--- src/rtl/lpg_pkg.sv ---
// Package for the line pixel generator: shared constants, register indexes,
// the back-end state type and the job width helper.
// No dependencies.
`default_nettype none

package lpg_pkg;

   localparam int COORD_BITS_DEFAULT = 12;
   localparam int ADDR_BITS_DEFAULT  = 48;

   localparam int PITCH_BITS  = 13;
   localparam int COLOR_BITS  = 24;
   localparam int CHAN_BITS   = 8;
   localparam int QUEUE_DEPTH = 2;

   localparam logic [PITCH_BITS-1:0] PITCH_RESET = 13'd1024;

   localparam int CSR_DATA_BITS = 64;
   localparam int CSR_ADDR_BITS = 4;

   // Register select is the 8-byte word index of the address.
   typedef enum logic [0:0] {
      CSR_FRAME_BASE = 1'b0,
      CSR_LINE_PITCH = 1'b1
   } csr_index_type;

   typedef enum logic {
      REQ_LINE_START = 1'b0,
      REQ_TICK       = 1'b1
   } req_kind_type;

   typedef enum logic [2:0] {
      BK_IDLE,
      BK_MUL,
      BK_DIV,
      BK_YSUM,
      BK_AMUL,
      BK_AADD
   } back_state_type;

   // Job layout: vertical flag, last flag, x, y base, t, dy (one extra bit),
   // dx and the packed colour.
   function automatic int job_bits(input int coord_bits);
      return 2 + 4 * coord_bits + (coord_bits + 1) + COLOR_BITS;
   endfunction

endpackage

`default_nettype wire

--- src/rtl/lpg_queue.sv ---
// Small job queue between the line front end and the pixel back end.
// Depends on lpg_pkg for the queue depth.
`default_nettype none

module lpg_queue
   import lpg_pkg::*;
#(
   parameter int WIDTH = job_bits(COORD_BITS_DEFAULT)
) (
   input  wire logic             clock,
   input  wire logic             reset,
   input  wire logic             push,
   input  wire logic [WIDTH-1:0] push_data,
   output logic                  full,
   input  wire logic             pop,
   output logic                  head_valid,
   output logic      [WIDTH-1:0] head_data
);

   localparam int PTR_BITS = (QUEUE_DEPTH > 1) ? $clog2(QUEUE_DEPTH) : 1;
   localparam int CNT_BITS = $clog2(QUEUE_DEPTH + 1);

   logic [WIDTH-1:0]    mem_ff [QUEUE_DEPTH];
   logic [PTR_BITS-1:0] wr_ptr_ff, wr_ptr_in;
   logic [PTR_BITS-1:0] rd_ptr_ff, rd_ptr_in;
   logic [CNT_BITS-1:0] count_ff, count_in;
   logic                do_push, do_pop;

   assign full       = (count_ff == CNT_BITS'(QUEUE_DEPTH));
   assign head_valid = (count_ff != '0);
   assign head_data  = mem_ff[rd_ptr_ff];
   assign do_push    = push && !full;
   assign do_pop     = pop && head_valid;

   always_comb begin
      wr_ptr_in = wr_ptr_ff;
      rd_ptr_in = rd_ptr_ff;
      count_in  = count_ff;
      if (do_push) begin
         wr_ptr_in = (wr_ptr_ff == PTR_BITS'(QUEUE_DEPTH - 1)) ? '0 : wr_ptr_ff + 1'b1;
      end
      if (do_pop) begin
         rd_ptr_in = (rd_ptr_ff == PTR_BITS'(QUEUE_DEPTH - 1)) ? '0 : rd_ptr_ff + 1'b1;
      end
      if (do_push && !do_pop) begin
         count_in = count_ff + 1'b1;
      end else if (do_pop && !do_push) begin
         count_in = count_ff - 1'b1;
      end
   end

   always_ff @(posedge clock) begin
      if (reset) begin
         wr_ptr_ff <= '0;
         rd_ptr_ff <= '0;
         count_ff  <= '0;
      end else begin
         wr_ptr_ff <= wr_ptr_in;
         rd_ptr_ff <= rd_ptr_in;
         count_ff  <= count_in;
      end
   end

   always_ff @(posedge clock) begin
      if (do_push) begin
         mem_ff[wr_ptr_ff] <= push_data;
      end
   end

endmodule

`default_nettype wire

--- src/rtl/lpg_front.sv ---
// Front end of the line pixel generator: takes request beats, holds the
// active line and turns each tick into a pixel job. Depends on lpg_pkg.
`default_nettype none

module lpg_front
   import lpg_pkg::*;
#(
   parameter int COORD_BITS = COORD_BITS_DEFAULT
) (
   input  wire logic                              clock,
   input  wire logic                              reset,
   input  wire logic                              req_valid,
   output logic                                   req_stall,
   input  wire logic                              req_type,
   input  wire logic [COORD_BITS-1:0]             req_start_x,
   input  wire logic [COORD_BITS-1:0]             req_start_y,
   input  wire logic [COORD_BITS-1:0]             req_end_x,
   input  wire logic [COORD_BITS-1:0]             req_end_y,
   input  wire logic [CHAN_BITS-1:0]              req_red,
   input  wire logic [CHAN_BITS-1:0]              req_green,
   input  wire logic [CHAN_BITS-1:0]              req_blue,
   output logic                                   job_push,
   output logic [job_bits(COORD_BITS)-1:0]        job_data,
   input  wire logic                              job_full
);

   localparam int CB = COORD_BITS;

   typedef struct packed {
      logic                  vert;
      logic                  last;
      logic [CB-1:0]         x;
      logic [CB-1:0]         ybase;
      logic [CB-1:0]         t;
      logic [CB:0]           dy;
      logic [CB-1:0]         dx;
      logic [COLOR_BITS-1:0] colour;
   } job_type;

   logic                  busy_ff, busy_in;
   logic                  vert_ff, vert_in;
   logic [CB-1:0]         step_ff, step_in;
   logic [CB-1:0]         stop_ff, stop_in;
   logic [CB-1:0]         ox_ff, ox_in;
   logic [CB-1:0]         oy_ff, oy_in;
   logic [CB-1:0]         dx_ff, dx_in;
   logic [CB:0]           dy_ff, dy_in;
   logic [COLOR_BITS-1:0] colour_ff, colour_in;

   logic                  accept;
   logic                  is_start;
   logic [CB-1:0]         step_next;
   job_type               job;

   assign req_stall = job_full;
   assign accept    = req_valid && !job_full;
   assign is_start  = (req_type == REQ_LINE_START);
   assign step_next = step_ff + 1'b1;

   always_comb begin
      job.vert   = vert_ff;
      job.last   = (step_next == stop_ff);
      job.x      = vert_ff ? ox_ff : step_ff;
      job.ybase  = vert_ff ? step_ff : oy_ff;
      job.t      = step_ff - ox_ff;
      job.dy     = dy_ff;
      job.dx     = dx_ff;
      job.colour = colour_ff;
   end

   assign job_push = accept && !is_start && busy_ff;
   assign job_data = job;

   always_comb begin
      busy_in   = busy_ff;
      vert_in   = vert_ff;
      step_in   = step_ff;
      stop_in   = stop_ff;
      ox_in     = ox_ff;
      oy_in     = oy_ff;
      dx_in     = dx_ff;
      dy_in     = dy_ff;
      colour_in = colour_ff;
      if (accept && is_start) begin
         ox_in     = req_start_x;
         oy_in     = req_start_y;
         dx_in     = req_end_x - req_start_x;
         dy_in     = {1'b0, req_end_y} - {1'b0, req_start_y};
         colour_in = {req_red, req_green, req_blue};
         if (req_start_x != req_end_x) begin
            vert_in = 1'b0;
            step_in = req_start_x;
            stop_in = req_end_x;
            busy_in = (req_end_x > req_start_x);
         end else begin
            vert_in = 1'b1;
            step_in = req_start_y;
            stop_in = req_end_y;
            busy_in = (req_end_y > req_start_y);
         end
      end else if (job_push) begin
         step_in = step_next;
         if (job.last) begin
            busy_in = 1'b0;
         end
      end
   end

   always_ff @(posedge clock) begin
      if (reset) begin
         busy_ff <= 1'b0;
      end else begin
         busy_ff <= busy_in;
      end
   end

   always_ff @(posedge clock) begin
      vert_ff   <= vert_in;
      step_ff   <= step_in;
      stop_ff   <= stop_in;
      ox_ff     <= ox_in;
      oy_ff     <= oy_in;
      dx_ff     <= dx_in;
      dy_ff     <= dy_in;
      colour_ff <= colour_in;
   end

endmodule

`default_nettype wire

--- src/rtl/lpg_back.sv ---
// Back end of the line pixel generator: works out y with a serial divider,
// forms the framebuffer address and holds the result register. Depends on lpg_pkg.
`default_nettype none

module lpg_back
   import lpg_pkg::*;
#(
   parameter int COORD_BITS = COORD_BITS_DEFAULT,
   parameter int ADDR_BITS  = ADDR_BITS_DEFAULT
) (
   input  wire logic                          clock,
   input  wire logic                          reset,
   input  wire logic                          job_valid,
   input  wire logic [job_bits(COORD_BITS)-1:0] job_data,
   output logic                               job_pop,
   input  wire logic [ADDR_BITS-1:0]          frame_base,
   input  wire logic [PITCH_BITS-1:0]         line_pitch,
   output logic                               rsp_valid,
   input  wire logic                          rsp_stall,
   output logic [ADDR_BITS-1:0]               rsp_write_address,
   output logic [COLOR_BITS-1:0]              rsp_write_word,
   output logic [COORD_BITS-1:0]              rsp_pixel_x,
   output logic [COORD_BITS-1:0]              rsp_pixel_y,
   output logic                               rsp_last_pixel
);

   localparam int CB       = COORD_BITS;
   localparam int PB       = 2 * CB;
   localparam int CNT_BITS = (CB > 1) ? $clog2(CB) : 1;
   localparam int PM_BITS  = PITCH_BITS + CB;
   localparam int SUM_BITS = (ADDR_BITS > PM_BITS + 2) ? ADDR_BITS : PM_BITS + 2;

   typedef struct packed {
      logic                  vert;
      logic                  last;
      logic [CB-1:0]         x;
      logic [CB-1:0]         ybase;
      logic [CB-1:0]         t;
      logic [CB:0]           dy;
      logic [CB-1:0]         dx;
      logic [COLOR_BITS-1:0] colour;
   } job_type;

   back_state_type        state_ff, state_in;
   job_type               job_ff, job_in;
   logic [CB-1:0]         y_ff, y_in;
   logic                  neg_ff, neg_in;
   logic [CB-1:0]         rem_ff, rem_in;
   logic [PB-1:0]         quo_ff, quo_in;
   logic [CNT_BITS-1:0]   cnt_ff, cnt_in;
   logic [PM_BITS-1:0]    pm_ff, pm_in;
   logic [ADDR_BITS-1:0]  bx_ff, bx_in;
   logic                  out_valid_ff, out_valid_in;
   logic [ADDR_BITS-1:0]  out_addr_ff, out_addr_in;
   logic [COLOR_BITS-1:0] out_word_ff, out_word_in;
   logic [CB-1:0]         out_x_ff, out_x_in;
   logic [CB-1:0]         out_y_ff, out_y_in;
   logic                  out_last_ff, out_last_in;

   job_type               job_head;
   logic                  div_done;
   logic                  slot_free;
   logic                  load_out;
   logic [CB:0]           dy_neg;
   logic [CB-1:0]         dy_mag;
   logic [CB:0]           rem_shift0, rem_shift1;
   logic [CB-1:0]         rem_mid, rem_step;
   logic [PB-1:0]         quo_mid, quo_step;
   logic [CB-1:0]         q_low, y_off;
   logic [SUM_BITS-1:0]   addr_sum;

   assign job_head  = job_data;
   assign div_done  = (cnt_ff == CNT_BITS'(CB - 1));
   assign slot_free = !out_valid_ff || !rsp_stall;
   assign dy_neg    = ~job_ff.dy + 1'b1;
   assign dy_mag    = job_ff.dy[CB] ? dy_neg[CB-1:0] : job_ff.dy[CB-1:0];

   // Two restoring division steps per cycle; the remainder stays below dx.
   always_comb begin
      rem_shift0 = {rem_ff, quo_ff[PB-1]};
      quo_mid    = {quo_ff[PB-2:0], 1'b0};
      rem_mid    = rem_shift0[CB-1:0];
      if (rem_shift0 >= {1'b0, job_ff.dx}) begin
         rem_mid    = CB'(rem_shift0 - {1'b0, job_ff.dx});
         quo_mid[0] = 1'b1;
      end
      rem_shift1 = {rem_mid, quo_mid[PB-1]};
      quo_step   = {quo_mid[PB-2:0], 1'b0};
      rem_step   = rem_shift1[CB-1:0];
      if (rem_shift1 >= {1'b0, job_ff.dx}) begin
         rem_step    = CB'(rem_shift1 - {1'b0, job_ff.dx});
         quo_step[0] = 1'b1;
      end
   end

   // The quotient is below |dy|, so its low half holds it whole.
   assign q_low    = quo_ff[CB-1:0];
   assign y_off    = neg_ff ? (~q_low + 1'b1) : q_low;
   assign addr_sum = SUM_BITS'(bx_ff) + SUM_BITS'({pm_ff, 2'b00});

   // Next state.
   always_comb begin
      state_in = state_ff;
      case (state_ff)
         BK_IDLE: begin
            if (job_valid) begin
               state_in = job_head.vert ? BK_AMUL : BK_MUL;
            end
         end
         BK_MUL:  state_in = BK_DIV;
         BK_DIV: begin
            if (div_done) begin
               state_in = BK_YSUM;
            end
         end
         BK_YSUM: state_in = BK_AMUL;
         BK_AMUL: state_in = BK_AADD;
         BK_AADD: begin
            if (slot_free) begin
               state_in = BK_IDLE;
            end
         end
         default: state_in = BK_IDLE;
      endcase
   end

   // Control outputs.
   always_comb begin
      job_pop  = 1'b0;
      load_out = 1'b0;
      case (state_ff)
         BK_IDLE: job_pop  = job_valid;
         BK_AADD: load_out = slot_free;
         default: begin
            job_pop  = 1'b0;
            load_out = 1'b0;
         end
      endcase
   end

   // Datapath.
   always_comb begin
      job_in  = job_ff;
      y_in    = y_ff;
      neg_in  = neg_ff;
      rem_in  = rem_ff;
      quo_in  = quo_ff;
      cnt_in  = cnt_ff;
      pm_in   = pm_ff;
      bx_in   = bx_ff;
      if (job_pop) begin
         job_in = job_head;
         y_in   = job_head.ybase;
      end
      case (state_ff)
         BK_MUL: begin
            neg_in = job_ff.dy[CB];
            quo_in = PB'(dy_mag) * PB'(job_ff.t);
            rem_in = '0;
            cnt_in = '0;
         end
         BK_DIV: begin
            rem_in = rem_step;
            quo_in = quo_step;
            cnt_in = cnt_ff + 1'b1;
         end
         BK_YSUM: y_in = job_ff.ybase + y_off;
         BK_AMUL: begin
            pm_in = PM_BITS'(line_pitch) * PM_BITS'(y_ff);
            bx_in = frame_base + ADDR_BITS'({job_ff.x, 2'b00});
         end
         default: begin
            rem_in = rem_ff;
         end
      endcase
   end

   always_comb begin
      out_valid_in = out_valid_ff && rsp_stall;
      out_addr_in  = out_addr_ff;
      out_word_in  = out_word_ff;
      out_x_in     = out_x_ff;
      out_y_in     = out_y_ff;
      out_last_in  = out_last_ff;
      if (load_out) begin
         out_valid_in = 1'b1;
         out_addr_in  = addr_sum[ADDR_BITS-1:0];
         out_word_in  = job_ff.colour;
         out_x_in     = job_ff.x;
         out_y_in     = y_ff;
         out_last_in  = job_ff.last;
      end
   end

   always_ff @(posedge clock) begin
      if (reset) begin
         state_ff     <= BK_IDLE;
         out_valid_ff <= 1'b0;
      end else begin
         state_ff     <= state_in;
         out_valid_ff <= out_valid_in;
      end
   end

   always_ff @(posedge clock) begin
      job_ff      <= job_in;
      y_ff        <= y_in;
      neg_ff      <= neg_in;
      rem_ff      <= rem_in;
      quo_ff      <= quo_in;
      cnt_ff      <= cnt_in;
      pm_ff       <= pm_in;
      bx_ff       <= bx_in;
      out_addr_ff <= out_addr_in;
      out_word_ff <= out_word_in;
      out_x_ff    <= out_x_in;
      out_y_ff    <= out_y_in;
      out_last_ff <= out_last_in;
   end

   assign rsp_valid         = out_valid_ff;
   assign rsp_write_address = out_addr_ff;
   assign rsp_write_word    = out_word_ff;
   assign rsp_pixel_x       = out_x_ff;
   assign rsp_pixel_y       = out_y_ff;
   assign rsp_last_pixel    = out_last_ff;

endmodule

`default_nettype wire

--- src/rtl/line_pixel_generator_core.sv ---
// Line pixel generator: a start beat latches a line, and each tick beat that
// follows produces one framebuffer write for the next pixel of that line.
//
// Request channel (req_*): valid/stall. A start beat (req_type 0) is taken
// by the front end and produces no response. A tick beat with a line
// active becomes a job in a two-entry queue; a tick with no line is dropped.
// req_stall is high only while that queue is full.
// Response channel (rsp_*): valid/stall, one beat per pixel, fed from an
// output register, so the back end starts the next pixel while a response
// waits. A stalled response holds its payload until taken.
// The back end handles one pixel at a time. A sloped pixel runs the states
// MUL, DIV, YSUM, AMUL and AADD, with a serial divider that retires two
// quotient bits per cycle; a pixel of a vertical line goes straight to AMUL
// and AADD. It takes the next job from the queue only once the previous
// pixel has gone to the output register.
// CSR port: APB style, 64-bit data; frame_base at 0x0, line_pitch at 0x8.
// Reset (synchronous) clears the line, the queue and the response register,
// sets frame_base to 0 and line_pitch to 1024.
// Depends on lpg_pkg, lpg_front, lpg_queue and lpg_back.
`default_nettype none

module line_pixel_generator_core
   import lpg_pkg::*;
#(
   parameter int COORD_BITS = COORD_BITS_DEFAULT,
   parameter int ADDR_BITS  = ADDR_BITS_DEFAULT
) (
   input  wire logic                     clock,
   input  wire logic                     reset,
   input  wire logic                     req_valid,
   output logic                          req_stall,
   input  wire logic                     req_type,
   input  wire logic [COORD_BITS-1:0]    req_start_x,
   input  wire logic [COORD_BITS-1:0]    req_start_y,
   input  wire logic [COORD_BITS-1:0]    req_end_x,
   input  wire logic [COORD_BITS-1:0]    req_end_y,
   input  wire logic [CHAN_BITS-1:0]     req_red,
   input  wire logic [CHAN_BITS-1:0]     req_green,
   input  wire logic [CHAN_BITS-1:0]     req_blue,
   output logic                          rsp_valid,
   input  wire logic                     rsp_stall,
   output logic [ADDR_BITS-1:0]          rsp_write_address,
   output logic [COLOR_BITS-1:0]         rsp_write_word,
   output logic [COORD_BITS-1:0]         rsp_pixel_x,
   output logic [COORD_BITS-1:0]         rsp_pixel_y,
   output logic                          rsp_last_pixel,
   input  wire logic                     csr_psel,
   input  wire logic                     csr_penable,
   input  wire logic                     csr_pwrite,
   input  wire logic [CSR_ADDR_BITS-1:0] csr_paddr,
   input  wire logic [CSR_DATA_BITS-1:0] csr_pwdata,
   output logic [CSR_DATA_BITS-1:0]      csr_prdata,
   output logic                          csr_pready
);

   localparam int JOB_BITS = job_bits(COORD_BITS);

   logic [ADDR_BITS-1:0]  base_ff, base_in;
   logic [PITCH_BITS-1:0] pitch_ff, pitch_in;
   logic                  csr_write;
   csr_index_type         csr_sel;

   logic                  job_push;
   logic [JOB_BITS-1:0]   job_data;
   logic                  job_full;
   logic                  job_pop;
   logic                  head_valid;
   logic [JOB_BITS-1:0]   head_data;

   assign csr_pready = 1'b1;
   assign csr_write  = csr_psel && csr_penable && csr_pwrite && csr_pready;
   assign csr_sel    = csr_index_type'(csr_paddr[3]);

   always_comb begin
      base_in  = base_ff;
      pitch_in = pitch_ff;
      if (csr_write) begin
         case (csr_sel)
            CSR_FRAME_BASE: base_in  = csr_pwdata[ADDR_BITS-1:0];
            CSR_LINE_PITCH: pitch_in = csr_pwdata[PITCH_BITS-1:0];
            default:        base_in  = base_ff;
         endcase
      end
   end

   always_comb begin
      case (csr_sel)
         CSR_FRAME_BASE: csr_prdata = CSR_DATA_BITS'(base_ff);
         CSR_LINE_PITCH: csr_prdata = CSR_DATA_BITS'(pitch_ff);
         default:        csr_prdata = '0;
      endcase
   end

   always_ff @(posedge clock) begin
      if (reset) begin
         base_ff  <= '0;
         pitch_ff <= PITCH_RESET;
      end else begin
         base_ff  <= base_in;
         pitch_ff <= pitch_in;
      end
   end

   lpg_front #(
      .COORD_BITS (COORD_BITS)
   ) u_front (
      .clock       (clock),
      .reset       (reset),
      .req_valid   (req_valid),
      .req_stall   (req_stall),
      .req_type    (req_type),
      .req_start_x (req_start_x),
      .req_start_y (req_start_y),
      .req_end_x   (req_end_x),
      .req_end_y   (req_end_y),
      .req_red     (req_red),
      .req_green   (req_green),
      .req_blue    (req_blue),
      .job_push    (job_push),
      .job_data    (job_data),
      .job_full    (job_full)
   );

   lpg_queue #(
      .WIDTH (JOB_BITS)
   ) u_queue (
      .clock      (clock),
      .reset      (reset),
      .push       (job_push),
      .push_data  (job_data),
      .full       (job_full),
      .pop        (job_pop),
      .head_valid (head_valid),
      .head_data  (head_data)
   );

   lpg_back #(
      .COORD_BITS (COORD_BITS),
      .ADDR_BITS  (ADDR_BITS)
   ) u_back (
      .clock             (clock),
      .reset             (reset),
      .job_valid         (head_valid),
      .job_data          (head_data),
      .job_pop           (job_pop),
      .frame_base        (base_ff),
      .line_pitch        (pitch_ff),
      .rsp_valid         (rsp_valid),
      .rsp_stall         (rsp_stall),
      .rsp_write_address (rsp_write_address),
      .rsp_write_word    (rsp_write_word),
      .rsp_pixel_x       (rsp_pixel_x),
      .rsp_pixel_y       (rsp_pixel_y),
      .rsp_last_pixel    (rsp_last_pixel)
   );

endmodule

`default_nettype wire

--- config.mk ---
export PLATFORM = sky130hd
export DESIGN_NAME = line_pixel_generator_core
export DESIGN_NICKNAME = d
export VERILOG_FILES = /design/src/rtl/lpg_pkg.sv /design/src/rtl/lpg_queue.sv /design/src/rtl/lpg_front.sv /design/src/rtl/lpg_back.sv /design/src/rtl/line_pixel_generator_core.sv
export SDC_FILE = /design/constraint.sdc
export NUM_CORES = 2
export LEC_CHECK = 0
export BUFFER_PORTS_ARGS = -buffer_cell sky130_fd_sc_hd__buf_2
export CAP_MARGIN = 5
export CORE_MARGIN = 4
export CORE_UTILIZATION = 65
export CTS_BUF_LIST = sky130_fd_sc_hd__clkbuf_2
export DETAILED_ROUTE_END_ITERATION = 6
export GPL_ROUTABILITY_DRIVEN = 0
export GPL_TIMING_DRIVEN = 0
export MAX_ROUTING_LAYER = met4
export PLACE_DENSITY_LB_ADDON = 0.15
export SETUP_SLACK_MARGIN = 0.2
export SLEW_MARGIN = 10
export SYNTH_ARGS = -nofsm -noshare
export SYNTH_HDL_FRONTEND = slang
export SYNTH_SLANG_ARGS = --single-unit
export TNS_END_PERCENT = 20
--- constraint.sdc ---
create_clock -name clock -period 16 [get_ports clock]
set_input_delay 0 -clock clock [delete_from_list [all_inputs] [get_ports clock]]
set_output_delay 0 -clock clock [all_outputs]
set_load 0.05 [all_outputs]
# --- After elaboration in Yosys (flattened, before gate mapping) ---
# Memories as Yosys holds them, arrays and structs flattened. A register that Yosys moved wholly into a read port is not among the register bits.
# Index checks and enable logic that the tools add are counted.
classes:
  n_addsub: 16
  multipliers: 2
  magnitude_cmp: 4
  eq_ne: 12
  n_mux: 39
  bitwise_logic: 4
  n_reduce_logical: 28
ops:
  columns: ["cell", "count"]
  rows:
  - ["2-to-1 mux 12 bit", 12]
  - ["case mux 64 bit (2 select lines)", 1]
  - ["adder 48 x 14 -> 48 bit", 1]
  - ["adder 48 x 27 -> 48 bit", 1]
  - ["case mux 24 bit (2 select lines)", 1]
  - ["subtractor 12 bit", 4]
  - ["adder 12 x 1 -> 12 bit, second input constant", 3]
  - [">= comparator 13 x 12 -> 1 bit", 2]
  - ["multiplier 13 x 12 -> 25 bit", 1]
  - ["> comparator 12 bit", 2]
  - ["multiplier 12 x 12 -> 24 bit", 1]
  - ["NOT 12 bit", 2]
  - ["case mux 12 bit (2 select lines)", 1]
  - ["case mux 3 bit (6 select lines)", 1]
  - ["2-to-1 mux 1 bit", 16]
  - ["subtractor 12 x 12 -> 13 bit", 1]
  - ["adder 12 bit", 1]
  - ["== test 12 bit", 1]
  - ["2-to-1 mux 3 bit", 4]
  - ["!= test 12 bit", 1]
  - ["nonzero test 2 bit", 6]
  - ["logical AND 1 bit", 11]
  - ["case mux 4 bit (2 select lines)", 1]
  - ["== test 3 x 2 -> 1 bit, second input constant", 2]
  - ["16 further kinds", 28]
totals:
  register_bits: 477
  mem_bits_rw: 174
  input_bits: 148
  out_inout_bits: 164
  wordCells: 141
  mem_count: 1
memory_table:
  columns: ["memory", "words", "width", "rd", "rd_clocked_by_memory_dff", "wr", "line", "source"]
  rows:
  - ["u_queue.mem_ff", 2, 87, 1, 1, 1, "lpg_queue.sv:23", "logic [WIDTH-1:0] mem_ff [QUEUE_DEPTH];"]

# --- Logic depth before layout (Yosys ltp) ---
logic_depth:
  word_depth: 10
  ltp_mapped: 28
  ltp_nobuf: 26

# --- Hierarchy ---
# A second synthesis with hierarchy kept.
hier_totals:
  cells_unflattened: 3407
  area_unflattened_um2: 39985.8
modules_own_cells:
  columns: ["module", "instances", "cells_each", "area_per_inst_um2", "seq_area_each_um2"]
  rows:
  - ["lpg_back", 1, 2249, 24317.1, 9359.0]
  - ["lpg_queue", 1, 296, 6618.8, 5325.1]
  - ["lpg_front", 1, 537, 5904.4, 2962.8]
  - ["line_pixel_generator_core", 1, 325, 3145.5, 1221.2]

# --- Worst setup path after synthesis ---
# No wires, ideal clock.
synth_timing:
  kind: "reg2reg"
  start: "register u_back.job_ff[36] in the netlist's numbering"
  end: "register u_back.quo_ff[23], data pin"
  setup_ps: 266
  t_arrival_ps: 6239
  required_time_ps: 15734
  setup_slack_ps: 9495
  stages_incl_launch_ff: 27
  path_buffers: 2
  period_less_slack_ps: 6505
  cell_sequence: "edfxtp_1 > clkbuf_1 > inv_1 > ha_1 > nand2_1 > o41ai_1 > xnor2_1 > clkbuf_1 > nand2_1 > fa_1 > fa_1 > inv_1 > fa_1 > fa_1 > inv_1 > fa_1 > inv_1 > ha_1 > and4_1 > or4b_1 > nand2_1 > o221ai_1 > a21oi_1 > a211oi_1 > a21oi_1 > xnor2_1 > o21ai_1"
synth_via:
  elab_chain_len: 5
synth_lines:
  columns: ["item", "line", "source"]
  rows:
  - ["from (decl)", "lpg_back.sv:45", "job_type job_ff, job_in;"]
  - ["from (signal assigned)", "lpg_back.sv:206", "job_ff <= job_in;"]
  - ["NOT 12 bit", "lpg_back.sv:75", "assign dy_neg = ~job_ff.dy + 1'b1;"]
  - ["adder 12 x 1 -> 12 bit", "lpg_back.sv:75", null]
  - ["2-to-1 mux 12 bit (*)", "lpg_back.sv:76", "assign dy_mag = job_ff.dy[CB] ? dy_neg[CB-1:0] : job_ff.dy[CB-1:0];"]
  - ["multiplier 12 x 12 -> 24 bit (*)", "lpg_back.sv:158", "quo_in = PB'(dy_mag) * PB'(job_ff.t);"]
  - ["case mux 24 bit (2 select lines) (*)", "lpg_back.sv:155", "case (state_ff)"]
  - ["via u_back.quo_in[23]", "lpg_back.sv:49", "logic [PB-1:0] quo_ff, quo_in;"]
  - ["to (signal assigned)", "lpg_back.sv:210", "quo_ff <= quo_in;"]
  - ["to (decl)", "lpg_back.sv:49", null]
# Mark *: on every way through the listed nets, which the timed path passes. The rest lies on a longest branch.
# A chain may end at the register's enable or synchronous reset.

# --- Worst setup path in the final report ---
layout_timing:
  start: "register u_back.job_ff[36] in the netlist's numbering"
  end: "register u_back.quo_ff[22], data pin"
# Same word-level chain as after synthesis.

==> out/results.ini <==
[layout]
layout-drive-gt1-share = 0.1577
layout_common_cells = edfxtp_1, nand2_1, dlygate4sd3_1, inv_1, buf_2
syn2layout_area_growth_pct = 22.54
num-fill-cells = 3112
nets = 4954
design_area_um2 = 47930
layout_commonest_cell = edfxtp_1

[critical_path]
crit_required_ns = 17.20
crit_type = flip-flop to flip-flop
path_max_fanout = 10
worstPathArrival_ns = 9.02
endpoint_kind = flip-flop
startpoint_type = flip-flop

[sta]
timing.fmax_mhz = 127.9
slew_headroom = 0.1392
drv_slew = 0
setup_viol = 0
hold_viol = 0
max_slew.worst_pin.slew_ns = 1.281
tns_ns = 0
worst_slack_ns = 8.181
fin_crit_sh = 0.4887
fin_crit_ns = 7.819
fin_skew_ns = 0.2292
grt_setup_unrepaired = false

[cts]
cts_buffers = 161
clk_latency_ns = 1.53
cts_root_buf = clkbuf_2
cts_sinks = 652
h-tree-depth = 4
clkTransAtPathRegs_ns = 0.11
cts_resized = 0
clockBufferDepth = 3
cts_tree = yes

[detailed_routing]
drt-pass1-iter-count = 7
postRouteWirelength_um = 124300
vias = 32610
post_drt_wl_per_cell_um = 23.58
postRouteAntennaNets = 0
drtIter0Drc = 3600
drc = 81
vias_per_cell = 6.185

[placement]
dp_slack_ns = 8.403
hpwlAfterDp_um = 73870
dpl_cell_area_um2 = 41890
portBuffers = 273

[job]
cap_violations = 0

[global_route]
grt_overflow = 0
antenna_found_initial = 13
grt.total_usage = 0.4036
grt_pass1_wl_um = 191000
grt_pass1_vias = 34100
grt_start_max_net_pins = 55

[synthesis]
synth_edf_count = 581
synth_xor_area_frac = 0.04626
synth-adder-area-share = 0.1874
yosys.area.top_type = edfxtp_1
yosysTopAreaCellShare = 0.4461
synthFlopType = edfxtp_1
ys_warn_count = 0
synth_top_family_by_area = adder cells
ys_seq_area_frac = 0.4824
yosys.cell_types.count = 72
yosys_register_bits = 652
synthArstFlopShare = 0
synth.cell_area_um2 = 39110
syn_area_per_cell_um2 = 11.37
synthSimpleGateAreaFrac = 0.1235
netlist_top_cells_area = edfxtp_1, fa_1, ha_1
synth_mux_area_frac = 0.03813
synth-compound-area-share = 0.06999
syn_inst = 3439

[floorplanning]
io_pins = 312
start_util = 0.6602
core.rowCount = 89
floorplan.die_area_um2 = 64160
core_area_um2 = 59240
die_w_um = 253.3
die_y_um = 253.3

[outcome]
status = finished with violations
violations = DRC

[hold_path]
hold_path_class = primary input to flip-flop

==> final timing paths <==
kind	from	end	slack (ns)	depth (start not counted)
setup / recovery	u_back.job_ff[36]	u_back.quo_ff[22]	8.18	26
hold / removal	csr_pwdata[12]	base_ff[12]	0.10	5
setup reg to reg	u_back.job_ff[36]	u_back.quo_ff[22]	8.18	26
hold reg to reg	u_back.job_ff[83]	u_back.rsp_pixel_x[10]	0.37	0
==> kinds of logic (layout without fill, tap and decap cells) <==
family,count (synthesis),in the layout
AOI/OAI and AO/OA,443,443
buffers and inverters,516,1545
adders and majority gates,455,455
DFF,652,652
muxes,133,133
and+or+nand+nor,1034,1034
xor gates and xnor gates,204,204
other,2,34
==> area by class of cell <==
class / count / area, um2 / share of cell area
Timing Repair Buffer: 734 / 6176 / 0.1289
Multi-Input combinational cell: 2286 / 18300 / 0.3819
Clock buffer: 227 / 1136 / 0.02370
Clock inverter: 68 / 390.4 / 0.008145
Sequential cell: 652 / 18870 / 0.3937
Buffer: 139 / 628.1 / 0.01311
Antenna cell: 17 / 42.54 / 0.0008876
Inverter: 377 / 1418 / 0.02958
Tap cell: 773 / 967.2 / 0.02018
==> per-layer routing <==
layer  global-route usage  routed length [um]
met3               0.1136               13540
met5                    -                   0
met2               0.6549               59750
met1               0.4269               39810
met4               0.2838               11220
==> Yosys cell counts, types with 5 or more instances <==
cell type and n:
a211oi_1 7, a21boi_1 15, a21o_1 35, a21oi_1 159
a31oi_1 23, and2_1 125, and3_1 19, and4_1 5
buf_4 18, clkbuf_1 115, dfxtp_1 71, edfxtp_1 581
fa_1 218, ha_1 237, inv_1 375, mux2_2 125
mux2i_1 5, nand2_1 465, nand2b_1 29, nand3_1 63
nand4_1 20, nor2_1 156, nor2b_1 68, nor3_1 43
nor4_1 6, o211ai_1 11, o21a_1 20, o21ai_0 28
o21ai_1 64, o21bai_1 12, o31ai_1 25, o41ai_1 6
or3_1 14, xnor2_1 130, xor2_1 72
==> timing repair <==
item,CTS,global route
hold buffers,446,0
endpoints found under the hold margin,538,0
buffers inserted,0,0
==> state kept, by name, indices dropped and copies added (netlist names), 13 cells and up, named ones only <==
register / flops
u_back.job_ff: 86
u_queue.mem_ff: 174
u_back.rsp_write_word: 24
u_back.quo_ff: 24
u_back.bx_ff: 48
u_front.dy_ff: 13
u_back.pm_ff: 25
pitch_ff: 13
base_ff: 48
u_front.colour_ff: 24
u_back.rsp_write_address: 48
==> stage by stage <==
step                      utilization  hold WS [ns]  cells
final                          0.8090        0.1039   5273
after global routing           0.8088       0.01451   5269
after global placement         0.7006        0.1773   4500
after floorplan                     -       0.09887   3454
after detailed placement       0.7072        0.1781   4515
after CTS                      0.8083      0.006332   5256
==> worst max-delay path: stages (launching register included) <==
cell      delay (ns)
edfxtp_1        0.48
clkbuf_1        0.27
inv_1           0.11
ha_1            0.19
nand2_1         0.11
o41ai_1         0.32
xnor2_1         0.27
clkbuf_1        0.48
nand2_1         0.14
fa_1            0.48
fa_1            0.53
inv_1           0.05
fa_1            0.46
fa_1            0.54
inv_1           0.05
fa_1            0.52
inv_1           0.04
ha_1            0.37
a21o_1          0.22
a21o_1          0.18
a21oi_1         0.23
nand2_1         0.07
o221ai_1        0.38
o21ai_1         0.21
o41ai_1         0.60
or4b_1          0.22
nand3_1         0.08
Power is left out: the tool's default activity adds up to more than one toggle a clock period on the data nets, which glitch-free logic cannot reach.
